`config.mk`:
```
export PLATFORM = sky130hd
export DESIGN_NAME = qti_lerp
export DESIGN_NICKNAME = d
export VERILOG_FILES = /design/src/rtl/core/qti_pkg.sv /design/src/rtl/core/qti_lerp.sv
export SDC_FILE = /design/constraint.sdc
export NUM_CORES = 2
export LEC_CHECK = 0
export BUFFER_PORTS_ARGS = -buffer_cell sky130_fd_sc_hd__buf_2
export CAP_MARGIN = 20
export CORE_MARGIN = 4
export CORE_UTILIZATION = 45
export DETAILED_ROUTE_END_ITERATION = 10
export PLACE_DENSITY_LB_ADDON = 0.15
export RECOVER_POWER = 50
export SLEW_MARGIN = 20
export SYNTH_ARGS = -nofsm -noshare
export SYNTH_HDL_FRONTEND = slang
export SYNTH_SLANG_ARGS = --single-unit
```
`constraint.sdc`:
```
create_clock -name clk -period 10.5 [get_ports clk]
set_clock_uncertainty 0.2 [all_clocks]
set_input_delay 2.1 -clock clk [delete_from_list [all_inputs] [get_ports clk]]
set_output_delay 2.1 -clock clk [all_outputs]
set_load 0.005 [all_outputs]
```
`src/rtl/core/qti_pkg.sv`:
```
// Package for the quadrilinear table interpolator: function codes, field widths,
// saturation limits and the request/response types of the shared divider and lerp units.
// Used by every module in rtl/core.
package qti_pkg;

	localparam int DEF_MAX_AXIS_POINTS = 16;
	localparam int VALUE_WIDTH = 32;
	localparam int SAT_WIDTH = (VALUE_WIDTH < 32) ? VALUE_WIDTH : 32;
	localparam logic signed [31:0] SAT_MAX = 32'((64'sd1 <<< (SAT_WIDTH - 1)) - 64'sd1);
	localparam logic signed [31:0] SAT_MIN = 32'(-(64'sd1 <<< (SAT_WIDTH - 1)));

	localparam int IN_TDATA_W = 176;
	localparam int IN_TUSER_W = 4;
	localparam int OUT_TDATA_W = 32;
	localparam int NUM_CORNERS = 16;
	localparam int NUM_LERPS = 15;
	localparam int FRAC_BITS = 16;
	localparam logic [16:0] W_ONE = 17'h10000;

	typedef enum logic [1:0] {
		FUNC_BP = 2'd0,
		FUNC_TBL = 2'd1,
		FUNC_QUERY = 2'd2
	} func_t;

	typedef enum logic [1:0] {
		AXIS_Z = 2'd0,
		AXIS_C = 2'd1,
		AXIS_ZV = 2'd2,
		AXIS_CV = 2'd3
	} axis_t;

	typedef struct packed {
		logic start;
		logic signed [32:0] num;
		logic signed [32:0] den;
	} div_req_t;

	typedef struct packed {
		logic done;
		logic [16:0] w;
	} div_rsp_t;

	typedef struct packed {
		logic start;
		logic signed [31:0] a;
		logic signed [31:0] b;
		logic [16:0] w;
	} lerp_req_t;

	typedef struct packed {
		logic done;
		logic signed [31:0] res;
	} lerp_rsp_t;

	function automatic logic signed [31:0] sat_value(logic signed [31:0] x);
		logic signed [31:0] r;
		r = x;
		if (x > SAT_MAX) r = SAT_MAX;
		if (x < SAT_MIN) r = SAT_MIN;
		return r;
	endfunction

endpackage

```
`src/rtl/core/qti_lerp.sv`:
```
// Two-stage linear interpolation unit: a + round((b - a) * w / 2^16), halves rounded up.
// Depends on qti_pkg for the request and response types.
module qti_lerp (
	input logic clk,
	input logic arst_n,
	input qti_pkg::lerp_req_t req,
	output qti_pkg::lerp_rsp_t rsp
);
	import qti_pkg::*;

	logic v_s1;
	logic v_s2;
	logic signed [31:0] a_s1;
	logic signed [50:0] prod_s1;
	logic signed [31:0] res_s2;
	logic signed [32:0] diff;
	logic signed [50:0] rnd_sum;
	logic signed [50:0] rnd_q16;

	assign diff = 33'(req.b) - 33'(req.a);
	assign rnd_sum = prod_s1 + 51'sd32768;
	assign rnd_q16 = rnd_sum >>> FRAC_BITS;

	always_ff @(posedge clk or negedge arst_n) begin
		if (!arst_n) begin
			v_s1 <= 1'b0;
			v_s2 <= 1'b0;
		end else begin
			v_s1 <= req.start;
			v_s2 <= v_s1;
		end
	end

	always_ff @(posedge clk) begin
		if (req.start) begin
			a_s1 <= req.a;
			prod_s1 <= 51'(diff * $signed({1'b0, req.w}));
		end
		// With w in 0..1 the sum stays between a and b, so 32 bits hold it.
		if (v_s1) res_s2 <= a_s1 + rnd_q16[31:0];
	end

	assign rsp.done = v_s2;
	assign rsp.res = res_s2;

endmodule
```
==> results.py <==
metrics = {
    "routing": {
        "drt_wl_total_mm": 67.37,
        "viasPerCell": 5.075,
        "firstDrtPassIters": 5,
        "drtAntennaViolNets": 0,
        "routed-via-count": 18970,
        "routedWlPerCell_um": 18.03,
        "drt_iter0_drc": 1039,
        "remaining_drc_errors": 0,
    },
    "global_route": {
        "overflow": 0,
        "antenna_found_initial": 1,
        "grt_max_degree": 67,
        "grt_pass1_vias": 20480,
        "grt_pass1_wl_mm": 109.3,
        "gr-usage-all-layers_pct": 23.09,
    },
    "critical_path": {
        "reg2reg_depth": 16,
        "startpoint_type": "input pin",
        "r2r-start": "prod_s1[17]$_DFFE_PP_",
        "cp_data_required_time_ns": 10.43,
        "slowest_delay_ns": 0.53,
        "critical_path_class": "input pin to flop",
        "cp_slowest_cell": "fa_1",
        "critPathMaxFanout": 4,
        "regToRegEndpoint": "res_s2[30]$_DFFE_PP_",
        "worstPathArrival_ns": 10.23,
        "reg2reg_slack_ns": 5.75,
        "end_kind": "flop",
    },
    "hold_path": {
        "holdPathStages": 1,
        "hold_start": "a_s1[0]$_DFFE_PP_",
        "hold_class": "flop to flop",
        "worstHoldEndpoint": "res_s2[0]$_DFFE_PP_",
    },
    "logic_synthesis": {
        "syn_area_mm2": 0.02512,
        "avgSynthCellArea_um2": 9.344,
        "synth_common_cells": "inv_1, fa_1, nand2_1, and2_1, ha_1",
        "synth_top_area_share_pct": 41.13,
        "synthTopCellsByArea": "fa_1, edfxtp_1, inv_1",
        "yosys.cell_types.count": 81,
        "yosysMostFrequentCell": "inv_1",
        "synth-edff-count": 97,
        "synthesis.nets": 3462,
        "yosysSeqAreaShare_pct": 11.80,
        "synthCells": 2688,
        "ys_warn_count": 0,
        "synth_flop_cell": "edfxtp_1",
        "ys_seq_elements": 99,
        "async_reset_ff_share_pct": 2.020,
        "yosys.area.top_type": "fa_1",
    },
    "floorplanning": {
        "design.core.area_mm2": 0.05520,
        "start_util_pct": 45.50,
        "num_rows": 86,
        "io_pins": 117,
        "die_h_um": 244.3,
        "die-area_mm2": 0.05966,
        "die_w_um": 244.3,
    },
    "sta": {
        "maxSlewHeadroom_pct": 19.95,
        "period_needed_ns": 10.31,
        "setup_viol": 0,
        "fmax_mhz": 97.04,
        "report.final.slew_viol_count": 0,
        "rsz0062_at_grt": "true",
        "finalHoldViolations": 0,
        "whs_ns": 0.3535,
        "worst_pin_slew_ns": 1.201,
        "finalCritPeriodShare_pct": 98.14,
    },
    "flow_run": {
        "cap_viol_max_count": 0,
    },
    "placed_design": {
        "hpwl_mm": 54.44,
        "gp_congestion": 0.8970,
        "dp.cells": 3708,
        "portBuffers": 116,
    },
    "clock_tree": {
        "clk_latency_ns": 0.37,
        "cts_tree": "done",
        "cts_buffers": 9,
        "cts_max_level": 3,
        "cts_sinks": 99,
        "path_clk_slew_ns": 0.08,
        "cts_buffer_depth": 2,
        "cts_root_buf": "clkbuf_16",
        "ctsHoldBuffers": 0,
    },
    "cells_and_area": {
        "final_layout_size_suffix_gt1_share_pct": 15.72,
        "regArea_mm2": 0.002963,
        "fill_cells": 5087,
        "nets": 3758,
        "layout.cells.non_filler": 3737,
        "insertedDiodeCount": 0,
        "multi_input_area_mm2": 0.01970,
        "area_delta_synth_final_pct": 15.76,
    },
    "outcome": {
        "status": "finished clean",
    },
}
[worst max-delay path: cells and delay by family]
family / cells / cell delay [ns]
buf+inv: 12 / 1.34
xor+xnor: 1 / 0.19
fa+ha+maj: 9 / 3.65
compound gates: 10 / 2.38
simple gates: 5 / 0.56
[worst max path at each step]
stage | startpoint | end | slack, ns | cells after the start
finish | req[49] | prod_s1[44]$_DFFE_PP_ | 0.19 | 37
global route | req[17] | prod_s1[44]$_DFFE_PP_ | -0.1 | 39
detailed placement | req[17] | prod_s1[44]$_DFFE_PP_ | -0.67 | 38
floorplan | req[17] | prod_s1[44]$_DFFE_PP_ | 0.11 | 34
CTS | req[17] | prod_s1[47]$_DFFE_PP_ | 0.02 | 35
global placement | req[17] | prod_s1[44]$_DFFE_PP_ | -0.57 | 36
[flip-flops by register name, indices dropped and copies added, names as in the netlist]
register	count
v_s2	1
prod_s1	33
v_s1	1
a_s1	32
res_s2	32
[placed cells by master (no fill, tap or decap), types with 32 or more instances in the layout]
cell type	instances
nand2_1	294
ha_1	164
buf_4	245
a21oi_1	66
xor2_1	32
fa_1	506
xnor2_1	84
edfxtp_1	97
a21o_1	32
and2_1	255
inv_1	654
and3_1	38
nand3_1	41
buf_2	91
nor2_1	49
[layer usage]
| metal | GRT usage (%) | vias to the layer above | wire length, um |
|---|---|---|---|
| met1 | 31.68 | 9735 | 29540 |
| met2 | 39.94 | 470 | 33320 |
| met3 | 2.555 | 73 | 3350 |
| met5 | 0 | - | 0 |
| li1 | - | 8689 | - |
| met4 | 4.810 | 0 | 1154 |
[repair_timing]
action / CTS / global route
pin swaps: 13 / 70
resized for setup: 16 / 81
endpoints found under the setup margin: 7 / 20
hold endpoints to repair: 0 / 0
buffers inserted: 2 / 11
[cells by family after synthesis]
family	after synthesis	synth area share, %
flip-flops	99	11.80
buffers and inverters	753	11.40
AO/OA/AOI/OAI	240	6.621
XOR/XNOR	123	4.463
adder cells (fa/ha/maj)	690	49.80
multiplexers	3	0.1196
AND/OR/NAND/NOR	780	15.81
[layout make-up]
type	instances	area share, %
multi-input combinational	1836	67.76
sequential	99	10.19
timing repair buffer	378	9.261
inverter	660	8.530
tap	748	3.219
clock buffer	9	0.7746
clock inverter	7	0.2625
[per-stage QoR]
step	TNS [ns]	instance area (um^2)	utilization (%)	worst slack, ns
after floorplan	0	25120	-	0.1115
after CTS	0	28660	51.91	0.01618
after detailed placement	-6.385	28250	51.19	-0.6744
final	0	29070	52.67	0.1949
after global routing	-0.2632	29070	52.67	-0.09557
after global placement	-5.064	28250	51.19	-0.5733
Power is not shown: default switching activity piles up to over one toggle a cycle in this logic, so the estimate is an artifact.
