===== config.mk =====
export PLATFORM = sky130hd
export DESIGN_NAME = qti_div
export DESIGN_NICKNAME = d
export VERILOG_FILES = /design/src/rtl/core/qti_pkg.sv /design/src/rtl/core/qti_div.sv
export SDC_FILE = /design/constraint.sdc
export NUM_CORES = 1
export LEC_CHECK = 0
export ABC_AREA = 0
export BUFFER_PORTS_ARGS = -buffer_cell sky130_fd_sc_hd__buf_2
export CAP_MARGIN = 25
export CORE_MARGIN = 5
export CORE_UTILIZATION = 50
export DETAILED_ROUTE_END_ITERATION = 10
export PLACE_DENSITY = 0.7
export REMOVE_ABC_BUFFERS = 1
export SETUP_SLACK_MARGIN = 0.15
export SYNTH_ARGS = -nofsm -noshare
export SYNTH_HDL_FRONTEND = slang
export SYNTH_SLANG_ARGS = --single-unit

===== constraint.sdc =====
create_clock -name clk -period 4.9 [get_ports clk]
set_clock_uncertainty 0.15 [all_clocks]
set_input_delay 0 -clock clk [delete_from_list [all_inputs] [get_ports clk]]
set_output_delay 0 -clock clk [all_outputs]
set_load 0.005 [all_outputs]

===== src/rtl/core/qti_pkg.sv =====
// Package for the quadrilinear table interpolator: function codes, field widths,
// saturation limits and the request/response types of the shared divider and lerp units.
// Used by every module in rtl/core.
package qti_pkg;

	localparam int DEF_MAX_AXIS_POINTS = 16;
	localparam int VALUE_WIDTH = 32;
	localparam int SAT_WIDTH = (VALUE_WIDTH < 32) ? VALUE_WIDTH : 32;
	localparam logic signed [31:0] SAT_MAX = 32'((64'sd1 <<< (SAT_WIDTH - 1)) - 64'sd1);
	localparam logic signed [31:0] SAT_MIN = 32'(-(64'sd1 <<< (SAT_WIDTH - 1)));

	localparam int IN_TDATA_W = 176;
	localparam int IN_TUSER_W = 4;
	localparam int OUT_TDATA_W = 32;
	localparam int NUM_CORNERS = 16;
	localparam int NUM_LERPS = 15;
	localparam int FRAC_BITS = 16;
	localparam logic [16:0] W_ONE = 17'h10000;

	typedef enum logic [1:0] {
		FUNC_BP = 2'd0,
		FUNC_TBL = 2'd1,
		FUNC_QUERY = 2'd2
	} func_t;

	typedef enum logic [1:0] {
		AXIS_Z = 2'd0,
		AXIS_C = 2'd1,
		AXIS_ZV = 2'd2,
		AXIS_CV = 2'd3
	} axis_t;

	typedef struct packed {
		logic start;
		logic signed [32:0] num;
		logic signed [32:0] den;
	} div_req_t;

	typedef struct packed {
		logic done;
		logic [16:0] w;
	} div_rsp_t;

	typedef struct packed {
		logic start;
		logic signed [31:0] a;
		logic signed [31:0] b;
		logic [16:0] w;
	} lerp_req_t;

	typedef struct packed {
		logic done;
		logic signed [31:0] res;
	} lerp_rsp_t;

	function automatic logic signed [31:0] sat_value(logic signed [31:0] x);
		logic signed [31:0] r;
		r = x;
		if (x > SAT_MAX) r = SAT_MAX;
		if (x < SAT_MIN) r = SAT_MIN;
		return r;
	endfunction

endpackage


===== src/rtl/core/qti_div.sv =====
// Radix-2 restoring divider that forms one unsigned Q1.16 interval weight, one quotient bit per cycle.
// Depends on qti_pkg for the request and response types.
module qti_div (
	input logic clk,
	input logic arst_n,
	input qti_pkg::div_req_t req,
	output qti_pkg::div_rsp_t rsp
);
	import qti_pkg::*;

	logic busy_q;
	logic done_q;
	logic [4:0] cnt_q;
	logic [32:0] rem_q;
	logic [32:0] den_q;
	logic [15:0] quo_q;
	logic [16:0] w_q;
	logic [33:0] r2;
	logic r_ge;
	logic [32:0] rem_next;
	logic [15:0] quo_next;

	assign r2 = {rem_q, 1'b0};
	assign r_ge = (r2 >= {1'b0, den_q});
	assign rem_next = r_ge ? 33'(r2 - {1'b0, den_q}) : r2[32:0];
	assign quo_next = {quo_q[14:0], r_ge};

	always_ff @(posedge clk or negedge arst_n) begin
		if (!arst_n) begin
			busy_q <= 1'b0;
			done_q <= 1'b0;
			cnt_q <= '0;
		end else begin
			done_q <= 1'b0;
			if (req.start) begin
				// A non-positive offset or one that reaches the upper breakpoint
				// finishes at once with a weight of zero or one.
				if (req.num <= 0 || req.num >= req.den) begin
					done_q <= 1'b1;
				end else begin
					busy_q <= 1'b1;
					cnt_q <= 5'(FRAC_BITS);
				end
			end else if (busy_q) begin
				cnt_q <= cnt_q - 5'd1;
				if (cnt_q == 5'd1) begin
					busy_q <= 1'b0;
					done_q <= 1'b1;
				end
			end
		end
	end

	always_ff @(posedge clk) begin
		if (req.start) begin
			rem_q <= req.num[32:0];
			den_q <= req.den[32:0];
			quo_q <= '0;
			if (req.num <= 0) w_q <= '0;
			else if (req.num >= req.den) w_q <= W_ONE;
		end else if (busy_q) begin
			rem_q <= rem_next;
			quo_q <= quo_next;
			if (cnt_q == 5'd1) w_q <= {1'b0, quo_next};
		end
	end

	assign rsp.done = done_q;
	assign rsp.w = w_q;

endmodule


==> impl_metrics.json, run 1 <==
{
  "fp.dieW_um": 130,
  "yosysWarnings": 0,
  "start_util_pct": 50.3,
  "max-slew-margin-rel_pct": 40.7,
  "yosys.area_share.simple_pct": 16.7,
  "r2r-start": "rem_q[26]$_DFFE_PP_",
  "hold_viol": 0,
  "netlist_area_sq_um": 7230,
  "insertion_delay_ps": 360,
  "clock-sinks": 105,
  "cp.arrival_ps": 3510,
  "cts_tree": "built",
  "end_kind": "register",
  "via_count": 6168,
  "use_met3_pct": 4.58,
  "synthCells": 742,
  "timing.final.crit_share_pct": 72.5,
  "yosysMostFrequentCell": "edfxtp_1",
  "synth_fa_ha_area_share_pct": 12.1,
  "grt-ovfl-total": 0,
  "cts_resized": 0,
  "worstPathMaxFanout": 47,
  "synthMuxAreaShare_pct": 3.71,
  "core_area_sq_um": 14400,
  "cts_htree_levels": 3,
  "fmax_mhz": 282,
  "antenna_found_initial": 0,
  "antennaDiodeCount": 0,
  "synth_edf_count": 83,
  "grt_max_degree": 77,
  "maxCapViolations": 0,
  "min_from": "req[65]",
  "yosysSeqAreaShare_pct": 41.1,
  "die_h_um": 130,
  "tightestPinTransition_ps": 889,
  "fin_crit_ps": 3550,
  "met2_usage_pct": 37.6,
  "min_path_type": "primary input to register",
  "fp-row-count": 44,
  "setup_viol": 0,
  "syn_avg_cell_area_sq_um": 9.74,
  "grt_usage_pct": 22.2,
  "dp_hpwl_um": 12900,
  "fin_cells": 1069,
  "wirelength_um": 18100,
  "ioPinCount": 87,
  "rsz0062_at_grt": "no",
  "grt_pass1_wl_um": 29900,
  "status": "finished, final reports clean",
  "vdd_drop_max_mv": 0.264,
  "ctsRootBufferMaster": "clkbuf_16",
  "wl_per_cell_um": 16.9,
  "worst_ep_required_time_ps": 4860,
  "power.density_nw_per_um2": 501,
  "layout.nets": 1018,
  "nFillCells": 1211,
  "ys_async_sr_fraction_pct": 6.67,
  "grt_pass1_vias": 6103,
  "synth_xor_area_share_pct": 2.91,
  "multi_input_area_sq_um": 3830,
  "seq_area_sq_um": 2970,
  "dieArea_sq_um": 17000,
  "cts_buffer_depth": 2,
  "tns_ps": 0,
  "ant_nets": 0,
  "slew_violations": 0,
  "critPathLaunchType": "register",
  "synth_top_cell_by_area": "edfxtp_1",
  "synth_area_leaders": "edfxtp_1, ha_1, dfxtp_1, inv_1, a21oi_1",
  "use_met1_pct": 28.7,
  "via_per_inst": 5.77,
  "drive_above_1_share_pct": 14.4,
  "cts.reportedPaths.clkPinSlew_ps": 90,
  "synthToLayoutAreaGrowth_pct": 21.5,
  "firstDrtPassIters": 5,
  "synth_compound_area_share_pct": 17.7,
  "synth_top_cell_area_share_pct": 34.5,
  "numCtsBuffers": 9,
  "dp.cells": 986,
  "startpoint": "rem_q[26]$_DFFE_PP_",
  "ys_types": 61,
  "synth_top_family_by_area": "compound AO/OA/AOI/OAI gates",
  "top_usage_layer": "met2",
  "drc": 0,
  "port_buffers": 86,
  "gp_congestion": 0.916,
  "synth_ff_type": "edfxtp_1",
  "synth.ff_latch_count": 105,
  "drt-initial-drc-count": 404,
  "synth.top_cells.by_count": "edfxtp_1, inv_1, ha_1, a21oi_1, nand2_1",
  "path_class": "register to register",
  "p_leak_uw": 0.00387,
  "cts_post_setup_buffers_inserted": 0
}
-- worst max-delay path: stages (launching register included) --
cell and delay, ps:
edfxtp_1 400, ha_1 440, a21o_1 240, a21o_1 220, a2111oi_4 380, o21a_1 170
o21ai_1 100, a311oi_4 290, buf_4 470, mux2i_1 150, mux2_2 270
-- cell usage in the layout, fill, tap and decap left out, drive strengths merged, types with 5 or more instances in the layout --
cell / count
nand3: 12
o21bai: 7
nand2: 55
ha: 68
o21a: 5
dlygate4sd3: 67
a21o: 22
nor3: 9
nor4: 9
o211ai: 11
mux2i: 11
and3: 6
a31oi: 5
nand2b: 7
mux2: 14
buf: 90
dfrtp: 7
edfxtp: 83
o311ai: 18
inv: 81
o21ai: 26
nand3b: 19
a211oi: 7
nor2: 33
xnor2: 10
clkbuf: 9
nor2b: 35
a21oi: 57
dfxtp: 15
or3: 6
nand4: 14
xor2: 14
-- metrics by stage --
step / util [%] / hold WS, ps / cell area (sq um) / setup WS [ps] / power [uW]
3_3_place_gp: 54.2 / -310 / 7790 / 1500 / 3490
5_1_grt: 61.1 / 66.6 / 8780 / 1170 / 4750
2_1_floorplan: - / -446 / 7100 / 880 / 3020
6_report: 61.1 / 10.1 / 8780 / 1350 / 4400
3_5_place_dp: 54.2 / -308 / 7790 / 1390 / 3560
4_1_cts: 61.1 / 2.89 / 8780 / 1370 / 4390
-- area by class of cell --
| type | count | area share, % |
|---|---|---|
| timing repair buffer | 157 | 12.9 |
| clock inverter | 7 | 1.07 |
| multi-input combinational | 529 | 43.7 |
| sequential | 105 | 33.8 |
| inverter | 78 | 3.34 |
| clock buffer | 9 | 2.57 |
| tap | 184 | 2.62 |
-- state kept, by name, summed over array words and instances, names as in the netlist --
name	cells
den_q	33
w_q	17
quo_q	15
rem_q	33
busy_q	1
done_q	1
cnt_q	5
-- power by group --
group / total, uW / switching, uW / internal [uW]
Sequential: 1400 / 150 / 1250
Clock: 765 / 393 / 372
Combinational: 2230 / 1290 / 940
Total: 4400 / 1830 / 2560
-- worst paths after layout --
check / endpoint / depth (start not counted) / slack (ps)
worst max-delay path: rem_q[1]$_DFFE_PP_ / 10 / 1350
worst min-delay path: rem_q[32]$_DFFE_PP_ / 4 / 10
worst max register to register: rem_q[1]$_DFFE_PP_ / 10 / 1350
worst min register to register: quo_q[0]$_SDFFE_PP0P_ / 2 / 340
max in group asynchronous: cnt_q[0]$_DFFE_PN0P_ / 3 / 3880
min in group asynchronous: cnt_q[2]$_DFFE_PN0P_ / 3 / 460
-- what timing repair did --
item,4_1_cts,5_1_grt
hold buffers,67,0
endpoints found under the hold margin,72,0
setup endpoints to repair,0,0
-- per-layer routing --
layer  share of wire [%]  routed length [um]
met2                  49                8870
met5                   0                   0
met4                 2.1                 378
met1                  43                7830
met3                 5.4                 982
-- cells by family (layout without fill, tap and decap cells) --
| family | count (synthesis) | in the layout |
|---|---|---|
| simple gates | 224 | 224 |
| flops | 105 | 105 |
| compound gates | 187 | 187 |
| xor+xnor | 24 | 24 |
| mux | 25 | 25 |
| fa+ha+maj | 69 | 69 |
| buf+inv | 108 | 251 |
Note: power is estimated with default switching activity, not from simulation.
==> run 2: changes to the inputs <==
- ABC_AREA: 0 -> 1
- PLACE_DENSITY: 0.7 -> 0.73
- clock period: 4.9 -> 2.95 ns (I/O delays scaled with it)
==> run 2 against run 1 <==
Against the previous run:
- non-clock buffer count is 11 higher
- utilization is 1.1 points higher
- largest cell class unchanged
- critical endpoint is now w_q[14]$_SDFFCE_PP0P_
- sequential share of layout area is 2.3 points lower
- clock power is 62% higher
- synthesized cell count is 41% higher
- hold slack better by 210 ps
- final cell count is 31% higher
==> impl_metrics.json, run 2 <==
{
  "switching_share_pct": 45.1,
  "layout_common_cells": "nand2_1, inv_1, nor2_1",
  "startpoint": "req[65]",
  "start_util_pct": 50.8,
  "status": "finished, final reports clean",
  "hold_viol": 0,
  "ctsRootBufferMaster": "clkbuf_16",
  "p_int_uw": 4300,
  "path_class": "primary input to register",
  "cts_post_setup_buffers_inserted": 0,
  "clock-sinks": 105,
  "synth_edf_count": 83,
  "grt_usage_pct": 25.1,
  "use_met1_pct": 32.6,
  "synth_ff_type": "edfxtp_1",
  "setup_slack_ps": 289,
  "fmax_mhz": 376,
  "tns_ps": 0,
  "wirelength_um": 22600,
  "met2_usage_pct": 43.2,
  "ant_nets": 0,
  "antennaDiodeCount": 0,
  "min_from": "req[11]",
  "final_common_cell": "nand2_1",
  "end_kind": "register",
  "yosysWarnings": 0,
  "cts.reportedPaths.clkPinSlew_ps": 80,
  "cts_buffer_depth": 2,
  "tightestPinTransition_ps": 593,
  "vdd_drop_max_mv": 0.537,
  "drive_above_1_share_pct": 12.1,
  "fp-row-count": 45,
  "clkPwrFrac_pct": 15.8,
  "cp.arrival_ps": 2560,
  "cts_htree_levels": 3,
  "slew_violations": 0,
  "max-slew-margin-rel_pct": 60.5,
  "via_per_inst": 5.29,
  "insertion_delay_ps": 350,
  "core_area_sq_um": 15100,
  "grt-ovfl-total": 0,
  "worst_ep_required_time_ps": 2850,
  "p_seq_share_pct": 29.9,
  "top_regs": "den_q x33, rem_q x33, w_q x17",
  "min_path_type": "primary input to register",
  "numCtsBuffers": 9,
  "synth_top_cell_by_area": "edfxtp_1",
  "r2r-start": "rem_q[8]$_DFFE_PP_",
  "dieArea_sq_um": 18000,
  "grt_pass1_wl_um": 36100,
  "synth_top_cell_area_share_pct": 32.4,
  "syn_avg_cell_area_sq_um": 7.35,
  "drt-initial-drc-count": 642,
  "timing.final.crit_share_pct": 90.2,
  "grt_pass1_vias": 7275,
  "dp_slack_ps": 234,
  "power_frac_comb_pct": 54.3,
  "grt_max_degree": 52,
  "maxCapViolations": 0,
  "cts_tree": "built",
  "synth_area_leaders": "edfxtp_1, nand2_1, ha_1, inv_1, nor2_1",
  "ys_types": 38,
  "setup_viol": 0,
  "yosysMostFrequentCell": "nand2_1",
  "dp_hpwl_um": 16700,
  "drc": 0,
  "wl_per_cell_um": 16.2,
  "via_count": 7405,
  "fin_crit_ps": 2660,
  "gp_congestion": 0.964,
  "synthToLayoutAreaGrowth_pct": 22.3,
  "nFillCells": 1265,
  "power.density_nw_per_um2": 832,
  "synth.ff_latch_count": 105,
  "yosysSeqAreaShare_pct": 38.5,
  "ioPinCount": 87,
  "rsz0062_at_grt": "no",
  "use_met3_pct": 4.01,
  "fp.dieW_um": 134,
  "worstPathMaxFanout": 17,
  "port_buffers": 86,
  "p_sw_uw": 3530,
  "ys_async_sr_fraction_pct": 6.67,
  "top_usage_layer": "met2",
  "synth.top_cells.by_count": "nand2_1, inv_1, nor2_1, edfxtp_1, ha_1",
  "firstDrtPassIters": 6,
  "antenna_found_initial": 0,
  "netlist_area_sq_um": 7700,
  "die_h_um": 134,
  "synthCells": 1048,
  "p_leak_uw": 0.00474,
  "critPathLaunchType": "primary input",
  "layout.nets": 1344
}
## run 2: cell types whose count changed after synthesis, sizes merged, moves of 22 or more
cell / delta
nand3: +45
nand2: +283
nor2: +97
a21o: -22
inv: +81
nor2b: -35
## run 2: cell type report
type | instances | area (sq um) | share of cell area, %
Multi-Input combinational cell | 762 | 4070 | 43.2
Timing Repair Buffer | 168 | 1230 | 13.1
Clock inverter | 7 | 83.8 | 0.890
Sequential cell | 105 | 2970 | 31.5
Clock buffer | 9 | 225 | 2.39
Inverter | 160 | 601 | 6.38
Tap cell | 188 | 235 | 2.50
## run 2: timing repair
item,4_1_cts,5_1_grt
hold buffers,69,0
endpoints found under the hold margin,78,0
resized for setup,0,14
setup endpoints to repair,0,34
## run 2: per-stage QoR
step	total power [uW]	instance area [sq um]	util (%)	instances	hold WS, ps
2_1_floorplan	5220	7590	-	1027	-446
3_3_place_gp	6350	8370	55.2	1314	-302
3_5_place_dp	6380	8370	55.2	1314	-306
4_1_cts	7700	9370	61.8	1399	211
5_1_grt	8450	9420	62.2	1399	229
6_report	7840	9420	62.2	1399	223
## run 2: power groups by stage
stage / combinational [uW] / sequential [uW] / clock, uW
final: 4250 / 2340 / 1240
after global routing: 4760 / 2380 / 1310
after CTS: 4130 / 2330 / 1240
after detailed placement: 4030 / 2360 / 0
after global placement: 4000 / 2350 / 0
after floorplan: 2890 / 2320 / 0
## run 2: worst max-delay path, stage by stage
cell	delay, ps
dlygate4sd3_1	550
buf_2	160
ha_2	400
nand2_1	90
nor2_1	190
nand2_1	90
nor2_1	170
nand2_1	70
nor2_1	100
nor2_1	60
nand2_1	60
nand2_1	60
nand3_1	110
nand2_1	90
o21ai_1	130
buf_6	220
## run 2: final timing paths
path	to	cells past startpoint	slack (ps)
setup / recovery	w_q[14]$_SDFFCE_PP0P_	16	290
hold / removal	den_q[11]$_DFFE_PP_	2	220
setup reg to reg	rem_q[32]$_DFFE_PP_	13	310
hold reg to reg	quo_q[14]$_SDFFE_PP0P_	2	330
max in group asynchronous	cnt_q[4]$_DFFE_PN0P_	3	1940
min in group asynchronous	done_q$_DFF_PN0_	3	460
## run 2: routing by layer
layer,wire (um),up-vias
li1,-,3682
met1,9460,3391
met2,10900,295
met3,1680,37
met4,597,0
met5,0,-
## run 2: logic make-up (layout without fill, tap and decap cells)
family | count (synthesis) | count (layout) | synth area share (%)
compound gates | 91 | 91 | 6.40
xor+xnor | 17 | 17 | 1.93
fa+ha+maj | 69 | 69 | 11.3
buf+inv | 181 | 344 | 9.23
flops | 105 | 105 | 38.5
simple gates | 585 | 585 | 32.6
==> run 3: changes to the inputs <==
- clock period: 2.95 -> 2.3 ns (I/O delays scaled with it)
==> run 3 against run 2 <==
Against the previous run:
- the flow now finishes with violations (setup timing)
- sequential share of layout area down 6.7 points
- combinational power increased by 120%
- cell area grew 27%
- via count grew 25%
- setup slack got worse by 600 ps
- non-clock buffer count grew 171
- power is 83% higher
- critical endpoint is now rem_q[24]$_DFFE_PP_
==> impl_metrics.json, run 3 (synthesized netlist as in run 2, its figures left out) <==
{
  "status": "finished, violations left",
  "violations": "setup timing",
  "clock-sinks": 105,
  "wl_per_cell_um": 20.3,
  "min_to": "rem_q[0]$_DFFE_PP_",
  "maxCapViolations": 0,
  "drc": 0,
  "fin_crit_ps": 2610,
  "dp_slack_ps": -295,
  "tightestPinTransition_ps": 645,
  "min_path_type": "primary input to register",
  "cp.arrival_ps": 2580,
  "start_util_pct": 50.8,
  "whs_ps": 51.9,
  "fmax_mhz": 383,
  "ant_nets": 0,
  "via_per_inst": 5.87,
  "dieArea_sq_um": 18000,
  "grt_max_degree": 42,
  "drt-initial-drc-count": 1112,
  "rsz0062_at_grt": "yes",
  "end_kind": "register",
  "final_cell_area_sq_um": 12000,
  "numCtsBuffers": 9,
  "grt_pass1_vias": 8146,
  "grt-ovfl-total": 0,
  "wirelength_um": 31900,
  "die_h_um": 134,
  "reg2reg_to": "rem_q[24]$_DFFE_PP_",
  "cts_buffer_depth": 2,
  "min_from": "req[33]",
  "final_common_cell": "nand2_1",
  "grt_pass1_wl_um": 40400,
  "dp_hpwl_um": 17800,
  "timing.final.crit_share_pct": 113,
  "top_regs": "den_q x33, rem_q x33, w_q x17",
  "ctsRootBufferMaster": "clkbuf_16",
  "max-slew-margin-rel_pct": 56.6,
  "power.density_nw_per_um2": 1200,
  "drive_above_1_share_pct": 36.7,
  "regToRegSetupSlack_ps": -310,
  "antenna_found_initial": 1,
  "gp_congestion": 0.934,
  "fp.dieW_um": 134,
  "firstDrtPassIters": 7,
  "grt_usage_pct": 28.3,
  "cts_htree_levels": 3,
  "cts.reportedPaths.clkPinSlew_ps": 70,
  "synthToLayoutAreaGrowth_pct": 55.2,
  "dpl_cell_area_sq_um": 9370,
  "layout_common_cells": "nand2_1, buf_4, inv_1",
  "vdd_drop_max_mv": 0.851,
  "worst_ep_required_time_ps": 2270,
  "hold_viol": 0,
  "final_util_pct": 78.9,
  "whs_path_depth": 3,
  "ioPinCount": 87,
  "setup_viol": 35,
  "cts_tree": "built",
  "nFillCells": 850,
  "r2r-start": "rem_q[13]$_DFFE_PP_",
  "setup_slack_ps": -309,
  "fp-row-count": 45,
  "critPathLaunchType": "register",
  "port_buffers": 86,
  "path_class": "register to register",
  "slew_violations": 0,
  "layout.nets": 1515,
  "insertion_delay_ps": 370,
  "via_count": 9225,
  "core_area_sq_um": 15100,
  "p_leak_uw": 0.00580,
  "worstPathMaxFanout": 3,
  "reg2reg_depth": 15
}
run 3: cell types whose count changed in the layout (fill, tap and decap cells not counted), sizes merged:
| cell | change |
|---|---|
| buf | +167 |
| clkbuf | +8 |
| clkinv | -3 |
| diode | +1 |
| dlygate4sd3 | -2 |
| dlymetal6s4s | +1 |
run 3: worst max path at each step:
stage | endpoint | slack (ps) | from | cells past startpoint
4_1_cts | rem_q[25]$_DFFE_PP_ | -100 | rem_q[31]$_DFFE_PP_ | 12
5_1_grt | rem_q[24]$_DFFE_PP_ | -380 | rem_q[13]$_DFFE_PP_ | 15
3_5_place_dp | rem_q[28]$_DFFE_PP_ | -300 | rem_q[0]$_DFFE_PP_ | 14
2_1_floorplan | w_q[0]$_SDFFCE_PP0P_ | -770 | busy_q$_DFFE_PN0P_ | 4
3_3_place_gp | rem_q[30]$_DFFE_PP_ | -270 | rem_q[0]$_DFFE_PP_ | 14
6_report | rem_q[24]$_DFFE_PP_ | -310 | rem_q[13]$_DFFE_PP_ | 15
run 3: stage by stage:
step                      std cells  total power, uW  setup TNS [ps]
after CTS                      1542            11700           -2100
final                          1571            14300           -7330
after detailed placement       1446             9360           -8080
after floorplan                1027             6690          -17320
after global routing           1571            15000           -9610
after global placement         1446             9260           -6010
run 3: worst max-delay path, cell delays in order, from the launching register on:
cell	delay, ps
edfxtp_1	470
ha_4	330
nand2_2	90
nor2_2	160
inv_1	100
buf_4	150
nor2_1	100
nand2_1	70
nand2_1	160
nand2_1	130
nand2_1	100
nand2_1	80
nand2_1	100
nand2_2	60
nand2_1	60
nand2_1	50
run 3: report_power, final:
part | switching [uW] | leakage, uW | total, uW | internal, uW
Combinational | 5170 | 0.00460 | 9460 | 4290
Sequential | 427 | 0.00104 | 3190 | 2760
Clock | 762 | 0.000162 | 1670 | 913
Total | 6360 | 0.00580 | 14300 | 7960
run 3: routing by layer:
metal,routed length (um),up-vias,track usage (%)
met5,0,-,0
met4,2300,0,8.94
met3,3290,231,5.03
met2,15200,752,49.6
met1,11100,4199,35.5
li1,-,4043,-
run 3: final cells by class:
| cell class | instances | area [sq um] | area share, % |
|---|---|---|---|
| Sequential cell | 105 | 2970 | 24.8 |
| Tap cell | 188 | 235 | 1.97 |
| Clock inverter | 4 | 37.5 | 0.314 |
| Timing Repair Buffer | 339 | 2680 | 22.4 |
| Clock buffer | 12 | 289 | 2.42 |
| Inverter | 160 | 603 | 5.05 |
| Antenna cell | 1 | 2.50 | 0.0209 |
| Multi-Input combinational cell | 762 | 5130 | 43.0 |
run 3: what timing repair did:
item,4_1_cts,5_1_grt
setup endpoints to repair,35,52
hold buffers,68,0
resized for setup,68,190
hold endpoints to repair,75,0
pin swaps,5,72
setup buffers,12,22
cloned,0,6
